`src/sv/hsl2rgb_pkg.sv`:
```
`default_nettype none

package hsl2rgb_pkg;

    localparam int HUE_W = 12;
    localparam int IN_W = 13;
    localparam int CH_W = 8;
    localparam int WEIGHT_W = 10;
    localparam int WEIGHT_SHIFT = 9;
    localparam int SCALE_SHIFT = 8;

    localparam logic [HUE_W-1:0] HUE_TURN = 12'd3072;
    localparam logic [HUE_W-1:0] HUE_THIRD = 12'd1024;
    localparam logic [HUE_W-1:0] HUE_TWO_THIRDS = 12'd2048;
    localparam logic [HUE_W-1:0] HUE_SIXTH = 12'd512;
    localparam logic [HUE_W-1:0] HUE_HALF = 12'd1536;
    localparam logic [WEIGHT_W-1:0] WEIGHT_FULL = 10'd512;

    typedef struct packed {
        logic [WEIGHT_W-1:0] blue;
        logic [WEIGHT_W-1:0] green;
        logic [WEIGHT_W-1:0] red;
    } weights_t;

    typedef struct packed {
        logic [CH_W-1:0] opacity;
        logic [CH_W-1:0] blue;
        logic [CH_W-1:0] green;
        logic [CH_W-1:0] red;
    } rgba_t;

endpackage

`default_nettype wire

```
`src/sv/hsl2rgb_front.sv`:
```
`default_nettype none

module hsl2rgb_front #(
    parameter int FRAC_BITS = 12
) (
    input  wire logic                               clk,
    input  wire logic                               rst_n,
    input  wire logic                               en,
    input  wire logic                               in_valid,
    input  wire logic [hsl2rgb_pkg::HUE_W-1:0]      hue,
    input  wire logic [hsl2rgb_pkg::IN_W-1:0]       saturation,
    input  wire logic [hsl2rgb_pkg::IN_W-1:0]       lightness,
    input  wire logic [hsl2rgb_pkg::IN_W-1:0]       alpha,
    output logic                                    out_valid,
    output logic [FRAC_BITS:0]                      sat,
    output logic [FRAC_BITS:0]                      light,
    output hsl2rgb_pkg::weights_t                   weights,
    output logic [hsl2rgb_pkg::CH_W-1:0]            opacity
);

    localparam int CMP_W = (hsl2rgb_pkg::IN_W > FRAC_BITS + 1) ?
                           hsl2rgb_pkg::IN_W : FRAC_BITS + 1;
    localparam logic [FRAC_BITS:0] ONE = {1'b1, {FRAC_BITS{1'b0}}};
    localparam int HW = hsl2rgb_pkg::HUE_W;
    localparam int WW = hsl2rgb_pkg::WEIGHT_W;
    localparam int AW = FRAC_BITS + hsl2rgb_pkg::CH_W + 1;

    function automatic logic [FRAC_BITS:0] sat_one(input logic [hsl2rgb_pkg::IN_W-1:0] x);
        logic [CMP_W-1:0] x_ext;
        x_ext = CMP_W'(x);
        if (x_ext > CMP_W'(ONE))
            return ONE;
        return x_ext[FRAC_BITS:0];
    endfunction

    function automatic logic [HW-1:0] hue_offset(input logic [HW-1:0] h,
                                                  input logic [HW-1:0] off);
        logic [HW:0] sum;
        sum = {1'b0, h} + {1'b0, off};
        if (sum >= {1'b0, hsl2rgb_pkg::HUE_TURN})
            sum = sum - {1'b0, hsl2rgb_pkg::HUE_TURN};
        return sum[HW-1:0];
    endfunction

    function automatic logic [WW-1:0] hue_weight(input logic [HW-1:0] k);
        logic [HW-1:0] diff;
        diff = hsl2rgb_pkg::HUE_TWO_THIRDS - k;
        if (k < hsl2rgb_pkg::HUE_SIXTH)
            return k[WW-1:0];
        else if (k < hsl2rgb_pkg::HUE_HALF)
            return hsl2rgb_pkg::WEIGHT_FULL;
        else if (k < hsl2rgb_pkg::HUE_TWO_THIRDS)
            return diff[WW-1:0];
        return '0;
    endfunction

    logic [HW-1:0]          hue_wrap;
    logic [FRAC_BITS:0]     alpha_sat;
    logic [AW-1:0]          alpha_scaled;
    hsl2rgb_pkg::weights_t  weights_next;

    assign hue_wrap = (hue >= hsl2rgb_pkg::HUE_TURN) ? hue - hsl2rgb_pkg::HUE_TURN : hue;
    assign alpha_sat = sat_one(alpha);
    assign alpha_scaled = {alpha_sat, {hsl2rgb_pkg::CH_W{1'b0}}} - AW'(alpha_sat);

    always_comb
    begin
        weights_next.red = hue_weight(hue_offset(hue_wrap, hsl2rgb_pkg::HUE_THIRD));
        weights_next.green = hue_weight(hue_wrap);
        weights_next.blue = hue_weight(hue_offset(hue_wrap, hsl2rgb_pkg::HUE_TWO_THIRDS));
    end

    always_ff @(posedge clk or negedge rst_n)
    begin
        if (!rst_n)
        begin
            out_valid <= 1'b0;
        end
        else if (en)
        begin
            out_valid <= in_valid;
        end
    end

    always_ff @(posedge clk)
    begin
        if (en)
        begin
            sat <= sat_one(saturation);
            light <= sat_one(lightness);
            weights <= weights_next;
            opacity <= alpha_scaled[FRAC_BITS+hsl2rgb_pkg::CH_W-1:FRAC_BITS];
        end
    end

endmodule

`default_nettype wire

```
`src/sv/hsl2rgb_mix.sv`:
```
`default_nettype none

module hsl2rgb_mix #(
    parameter int FRAC_BITS = 12
) (
    input  wire logic                   clk,
    input  wire logic                   rst_n,
    input  wire logic                   en,
    input  wire logic                   in_valid,
    input  wire logic [FRAC_BITS:0]     sat,
    input  wire logic [FRAC_BITS:0]     light,
    input  wire hsl2rgb_pkg::weights_t  weights_in,
    output logic                        out_valid,
    output logic [2*FRAC_BITS:0]        m1,
    output logic [2*FRAC_BITS:0]        delta,
    output hsl2rgb_pkg::weights_t       weights_out
);

    localparam int W2 = 2 * FRAC_BITS + 2;
    localparam logic [FRAC_BITS:0] HALF = {2'b01, {(FRAC_BITS-1){1'b0}}};

    logic                   valid_a_reg;
    logic [2*FRAC_BITS:0]   ls_a_reg;
    logic [FRAC_BITS:0]     light_a_reg;
    logic [FRAC_BITS:0]     sat_a_reg;
    logic                   low_a_reg;
    hsl2rgb_pkg::weights_t  weights_a_reg;

    logic [W2-1:0]          ls_full;
    logic [W2-1:0]          l_sh;
    logic [W2-1:0]          s_sh;
    logic [W2-1:0]          ls_ext;
    logic [W2-1:0]          m1_next;
    logic [W2-1:0]          delta_next;

    assign ls_full = light * sat;
    assign l_sh = W2'(light_a_reg) << FRAC_BITS;
    assign s_sh = W2'(sat_a_reg) << FRAC_BITS;
    assign ls_ext = W2'(ls_a_reg);

    always_comb
    begin
        if (low_a_reg)
        begin
            m1_next = l_sh - ls_ext;
            delta_next = ls_ext << 1;
        end
        else
        begin
            m1_next = l_sh - s_sh + ls_ext;
            delta_next = (s_sh << 1) - (ls_ext << 1);
        end
    end

    always_ff @(posedge clk or negedge rst_n)
    begin
        if (!rst_n)
        begin
            valid_a_reg <= 1'b0;
            out_valid <= 1'b0;
        end
        else if (en)
        begin
            valid_a_reg <= in_valid;
            out_valid <= valid_a_reg;
        end
    end

    always_ff @(posedge clk)
    begin
        if (en)
        begin
            ls_a_reg <= ls_full[2*FRAC_BITS:0];
            light_a_reg <= light;
            sat_a_reg <= sat;
            low_a_reg <= (light <= HALF);
            weights_a_reg <= weights_in;
            m1 <= m1_next[2*FRAC_BITS:0];
            delta <= delta_next[2*FRAC_BITS:0];
            weights_out <= weights_a_reg;
        end
    end

endmodule

`default_nettype wire

```
`src/sv/hsl2rgb_ramp.sv`:
```
`default_nettype none

module hsl2rgb_ramp #(
    parameter int FRAC_BITS = 12
) (
    input  wire logic                                   clk,
    input  wire logic                                   en,
    input  wire logic [2*FRAC_BITS:0]                   m1,
    input  wire logic [2*FRAC_BITS:0]                   delta,
    input  wire logic [hsl2rgb_pkg::WEIGHT_W-1:0]       weight,
    output logic [hsl2rgb_pkg::CH_W-1:0]                channel
);

    localparam int VW = 2 * FRAC_BITS + hsl2rgb_pkg::WEIGHT_SHIFT + 1;
    localparam int PW = 2 * FRAC_BITS + hsl2rgb_pkg::WEIGHT_W + 1;
    localparam int SW = VW + hsl2rgb_pkg::SCALE_SHIFT;
    localparam int OUT_LSB = 2 * FRAC_BITS + hsl2rgb_pkg::WEIGHT_SHIFT;

    logic [PW-1:0]          prod_full;
    logic [VW-1:0]          prod_reg;
    logic [2*FRAC_BITS:0]   m1_reg;
    logic [VW-1:0]          level_next;
    logic [VW-1:0]          level_reg;
    logic [SW-1:0]          scaled;

    assign prod_full = delta * weight;
    assign level_next = (VW'(m1_reg) << hsl2rgb_pkg::WEIGHT_SHIFT) + prod_reg;
    assign scaled = {level_reg, {hsl2rgb_pkg::SCALE_SHIFT{1'b0}}} - SW'(level_reg);

    always_ff @(posedge clk)
    begin
        if (en)
        begin
            prod_reg <= prod_full[VW-1:0];
            m1_reg <= m1;
            level_reg <= level_next;
            channel <= scaled[OUT_LSB+hsl2rgb_pkg::CH_W-1:OUT_LSB];
        end
    end

endmodule

`default_nettype wire

```
`src/sv/hsl2rgb_skid.sv`:
```
`default_nettype none

module hsl2rgb_skid (
    input  wire logic               clk,
    input  wire logic               rst_n,
    input  wire logic               in_valid,
    input  wire hsl2rgb_pkg::rgba_t in_data,
    output logic                    advance,
    output logic                    out_valid,
    input  wire logic               out_ready,
    output hsl2rgb_pkg::rgba_t      out_data
);

    logic                   full_reg;
    logic                   full_next;
    hsl2rgb_pkg::rgba_t     hold_reg;

    assign advance = !full_reg;
    assign out_valid = full_reg || in_valid;
    assign out_data = full_reg ? hold_reg : in_data;

    always_comb
    begin
        full_next = full_reg;
        if (full_reg && out_ready)
            full_next = 1'b0;
        else if (!full_reg && in_valid && !out_ready)
            full_next = 1'b1;
    end

    always_ff @(posedge clk or negedge rst_n)
    begin
        if (!rst_n)
        begin
            full_reg <= 1'b0;
        end
        else
        begin
            full_reg <= full_next;
        end
    end

    always_ff @(posedge clk)
    begin
        if (!full_reg)
        begin
            hold_reg <= in_data;
        end
    end

endmodule

`default_nettype wire

```
`src/sv/hsl_to_rgb_converter.sv`:
```
// Converts one HSL colour with alpha into 8-bit RGBA per clock by the CSS3 rule while the
// output is not stalled. Hue is in units of 1/3072 turn and wraps; saturation, lightness and
// alpha are Q1.FRAC_BITS values that saturate at one. The datapath is a six-stage pipeline
// (input conditioning, lightness times saturation product, m1 and ramp slope, one hue-weight
// multiplier per channel, ramp sum, scale by 255), and a new colour can be taken every clock
// while the output is not stalled. A skid register behind the last stage holds one result
// while the output is stalled; s_axis_tready drops the cycle after such a stall and returns
// once that result has been taken.
`default_nettype none

module hsl_to_rgb_converter #(
    parameter int FRAC_BITS = 12
) (
    input  wire logic           clk,
    input  wire logic           rst_n,
    input  wire logic           s_axis_tvalid,
    output logic                s_axis_tready,
    // hue[11:0], saturation[24:12], lightness[37:25], alpha[50:38], zero padding above.
    input  wire logic [55:0]    s_axis_tdata,
    output logic                m_axis_tvalid,
    input  wire logic           m_axis_tready,
    // red[7:0], green[15:8], blue[23:16], opacity[31:24].
    output logic [31:0]         m_axis_tdata
);

    localparam int RAMP_STAGES = 3;

    logic                                   en;
    logic                                   front_valid;
    logic [FRAC_BITS:0]                     front_sat;
    logic [FRAC_BITS:0]                     front_light;
    hsl2rgb_pkg::weights_t                  front_weights;
    logic [hsl2rgb_pkg::CH_W-1:0]           front_opacity;
    logic                                   mix_valid;
    logic [2*FRAC_BITS:0]                   mix_m1;
    logic [2*FRAC_BITS:0]                   mix_delta;
    hsl2rgb_pkg::weights_t                  mix_weights;
    logic [RAMP_STAGES-1:0]                 ramp_valid_reg;
    logic [hsl2rgb_pkg::CH_W-1:0]           opacity_reg [RAMP_STAGES+2];
    hsl2rgb_pkg::rgba_t                     pixel;
    hsl2rgb_pkg::rgba_t                     out_pixel;

    hsl2rgb_front #(
        .FRAC_BITS(FRAC_BITS)
    ) u_front (
        .clk(clk),
        .rst_n(rst_n),
        .en(en),
        .in_valid(s_axis_tvalid),
        .hue(s_axis_tdata[11:0]),
        .saturation(s_axis_tdata[24:12]),
        .lightness(s_axis_tdata[37:25]),
        .alpha(s_axis_tdata[50:38]),
        .out_valid(front_valid),
        .sat(front_sat),
        .light(front_light),
        .weights(front_weights),
        .opacity(front_opacity)
    );

    hsl2rgb_mix #(
        .FRAC_BITS(FRAC_BITS)
    ) u_mix (
        .clk(clk),
        .rst_n(rst_n),
        .en(en),
        .in_valid(front_valid),
        .sat(front_sat),
        .light(front_light),
        .weights_in(front_weights),
        .out_valid(mix_valid),
        .m1(mix_m1),
        .delta(mix_delta),
        .weights_out(mix_weights)
    );

    hsl2rgb_ramp #(
        .FRAC_BITS(FRAC_BITS)
    ) u_ramp_red (
        .clk(clk),
        .en(en),
        .m1(mix_m1),
        .delta(mix_delta),
        .weight(mix_weights.red),
        .channel(pixel.red)
    );

    hsl2rgb_ramp #(
        .FRAC_BITS(FRAC_BITS)
    ) u_ramp_green (
        .clk(clk),
        .en(en),
        .m1(mix_m1),
        .delta(mix_delta),
        .weight(mix_weights.green),
        .channel(pixel.green)
    );

    hsl2rgb_ramp #(
        .FRAC_BITS(FRAC_BITS)
    ) u_ramp_blue (
        .clk(clk),
        .en(en),
        .m1(mix_m1),
        .delta(mix_delta),
        .weight(mix_weights.blue),
        .channel(pixel.blue)
    );

    assign pixel.opacity = opacity_reg[RAMP_STAGES+1];

    always_ff @(posedge clk or negedge rst_n)
    begin
        if (!rst_n)
        begin
            ramp_valid_reg <= '0;
        end
        else if (en)
        begin
            ramp_valid_reg <= {ramp_valid_reg[RAMP_STAGES-2:0], mix_valid};
        end
    end

    always_ff @(posedge clk)
    begin
        if (en)
        begin
            opacity_reg[0] <= front_opacity;
            for (int i = 1; i < RAMP_STAGES + 2; i++)
            begin
                opacity_reg[i] <= opacity_reg[i-1];
            end
        end
    end

    hsl2rgb_skid u_skid (
        .clk(clk),
        .rst_n(rst_n),
        .in_valid(ramp_valid_reg[RAMP_STAGES-1]),
        .in_data(pixel),
        .advance(en),
        .out_valid(m_axis_tvalid),
        .out_ready(m_axis_tready),
        .out_data(out_pixel)
    );

    assign s_axis_tready = en;
    assign m_axis_tdata = out_pixel;

endmodule

`default_nettype wire

```
`config.mk`:
```
export PLATFORM = sky130hd
export DESIGN_NAME = hsl_to_rgb_converter
export DESIGN_NICKNAME = d
export VERILOG_FILES = /design/src/sv/hsl2rgb_pkg.sv /design/src/sv/hsl2rgb_front.sv /design/src/sv/hsl2rgb_mix.sv /design/src/sv/hsl2rgb_ramp.sv /design/src/sv/hsl2rgb_skid.sv /design/src/sv/hsl_to_rgb_converter.sv
export SDC_FILE = /design/constraint.sdc
export NUM_CORES = 2
export LEC_CHECK = 0
export ABC_AREA = 0
export BUFFER_PORTS_ARGS = -buffer_cell sky130_fd_sc_hd__buf_2
export CAP_MARGIN = 20
export CORE_ASPECT_RATIO = 0.8
export CORE_MARGIN = 5
export CORE_UTILIZATION = 55
export CTS_BUF_LIST = sky130_fd_sc_hd__clkbuf_8
export CTS_CLUSTER_DIAMETER = 80
export DETAILED_ROUTE_END_ITERATION = 8
export GPL_TIMING_DRIVEN = 0
export PLACE_DENSITY = 0.7
export RECOVER_POWER = 100
export SETUP_SLACK_MARGIN = 0.3
export SYNTH_ARGS = -nofsm -noshare
export SYNTH_HDL_FRONTEND = slang
export SYNTH_SLANG_ARGS = --single-unit
```
`constraint.sdc`:
```
create_clock -name clk -period 17.55 [get_ports clk]
set_clock_uncertainty 0.15 [all_clocks]
set_input_delay 4.3875 -clock clk [delete_from_list [all_inputs] [get_ports clk]]
set_output_delay 4.3875 -clock clk [all_outputs]
set_load 0.02 [all_outputs]
```
==> metrics <==
status finished with violations; failing checks max-capacitance violations, max-slew violations; clock buffer depth 3; Setup Fix Bufs, Post-CTS 0; grt total ovfl 0; Tcrit/Tclk final 62.4%; Std-Cell Core Area 0.0982 mm²; register area 0.0162 mm²; Min-Delay Path Class flop to flop; initial core utilization 55.2%; # resized after CTS 0; Worst slew margin -338%; vias per cell 5.59; FFs w/ async S/R, synth 1.27%; post-synth cell types 91; Crit Path Max Fanout 118; area of the multi-input gates 0.0340 mm²; Root Driver clkbuf_8; Hold Path Origin u_mix.weights_a_reg[15]; CP most frequent cell clkbuf_1; GPL Wtd Cong 0.975; critical path type flop to output pin; hold slack final 0.247 ns; Max Cap Violations 4; remaining antenna violation count 0; Req. time, crit path 13.01 ns; Synth Net Count 6460; wire per inst 21.0 µm; Final Hold Vio Count 0; Fill cells 8347; Mapped Cells 5263; Crit path max-delay family buffers and inverters; Area growth syn-to-layout 7.01%; CTS Sinks 550; CP max stage delay 3.02 ns; largest net degree at the start of global routing 130; Primary FF master, synth edfxtp_1; Mapped Area 0.0542 mm²; register area share after synthesis 29.8%; CP Launch Type flop; slowest stage cell, crit path clkinvlp_2; drt first pass iters 6; final WL 143 mm; Synthesis Warnings 0; First DRT Iteration DRCs 3182; CTS tree done; port buffer count 86; Post-synth EDFFs 511; CP arrival 6.41 ns; via count 38200; row count 103; most common cell after layout, fill and taps aside inv_1; FF-to-FF Start u_skid.full_reg; H-tree Lvls 3; crit path from u_skid.full_reg; register bit count reported by yosys 550; worst path bufs/invs 4; Die Span Y 291 µm; DP HPWL 116 mm; Post-CTS Hold Fix Bufs 0; Slew Viols, Final 303; Avg Cell Area, Syn 10.3 µm²; final count of negative-setup-slack endpoints 0; Die ar. 0.105 mm²; initial antenna violation count 18; DRC 0; minimum clock period 10.94 ns; I/O pin count 94; CTS buffer count 90; first-pass GRT wire length 225 mm; nets@finish 6642; most frequent cells in the layout inv_1 (886), fa_1 (654), nand2_1 (627); global-route usage over all layers 27.6%; CP Cell Sequence clkbuf_1, clkinvlp_2, buf_16, clkbuf_1; max FFs per register 40; f_max 91.4 MHz; vias in the first global route 38700; Clock Latency Late Sink 0.73 ns; Clock transition at path regs 0.06 ns; layout cells sized above 1 3.86%; Slew @ Worst Pin 6.57 ns; chip width 361 µm; RSZ-0062 raised after global routing false; Worst setup EP type output pin
metrics by stage:
stage / util, % / TNS, ns / cells / setup slack [ns] / area [µm²]
floorplan: - / 0 / 5263 / 2.45 / 54200
global placement: 57.3 / -3.04 / 6661 / -3.04 / 56300
detailed placement: 57.4 / 0 / 6665 / 10.28 / 56400
CTS: 59.3 / 0 / 6825 / 9.81 / 58200
global route: 59.1 / 0 / 6826 / 5.99 / 58000
finish: 59.1 / 0 / 6834 / 6.61 / 58000
logic make-up after synthesis:
group,after synthesis,synth area share (%)
xor gates and xnor gates,265,4.28
and+or+nand+nor,1481,13.5
AOI/OAI and AO/OA,729,8.94
adders and majority gates,1137,35.3
DFF,550,29.8
muxes,43,0.884
buffers and inverters,1058,7.33
cells in the mapped netlist (118+ instances only):
library cell / n / area share [%]
inv_1: 868 / 6.0
fa_1: 654 / 24
nand2_1: 627 / 4.3
edfxtp_1: 511 / 28
ha_1: 483 / 11
and2_1: 428 / 4.9
xnor2_1: 203 / 3.3
a21oi_1: 199 / 1.8
clkbuf_1: 182 / 1.3
nor2_1: 154 / 1.1
o21ai_0: 119 / 1.1
a21o_1: 118 / 1.6
metal layers:
metal / routed length (µm) / track usage (%) / vias up / share of wire, %
met1: 63800 / 41.0 / 18800 / 45
met3: 13300 / 5.95 / 241 / 9.3
met4: 4450 / 8.42 / 8 / 3.1
met2: 61600 / 41.0 / 1617 / 43
met5: 47 / 0 / - / 0.033
li1: - / - / 17500 / -
worst reg2reg max path, stage by stage, from the launching register on:
cell        delay [ns]
dfrtp_1           0.42
clkbuf_1          0.32
clkinvlp_2        2.32
clkbuf_1          4.72
buf_16            0.38
final timing paths:
kind                                          to  slack [ns]  cells past startpoint
setup reg to reg               u_mix.ls_a_reg[2]        8.74                      4
min in group asynchronous      ramp_valid_reg[2]        3.40                      1
setup / recovery                   s_axis_tready        6.61                      4
hold / removal             u_mix.weights_out[15]        0.25                      0
max in group asynchronous        u_skid.full_reg       13.57                      1
hold reg to reg            u_mix.weights_out[15]        0.25                      0
area by class of cell:
class                   count  share of cell area, %
flip-flops and latches    550                   27.9
multi-input cells        3655                   58.6
clock inverters            65                  0.843
clock buffers              95                   2.25
repair buffers             90                  0.766
diodes                      9                 0.0388
well taps                1312                   2.83
inverters                 869                   5.62
plain buffers             189                   1.22
Power is not shown: default switching activity piles up to over one toggle a cycle in this logic, so the estimate is an artifact.
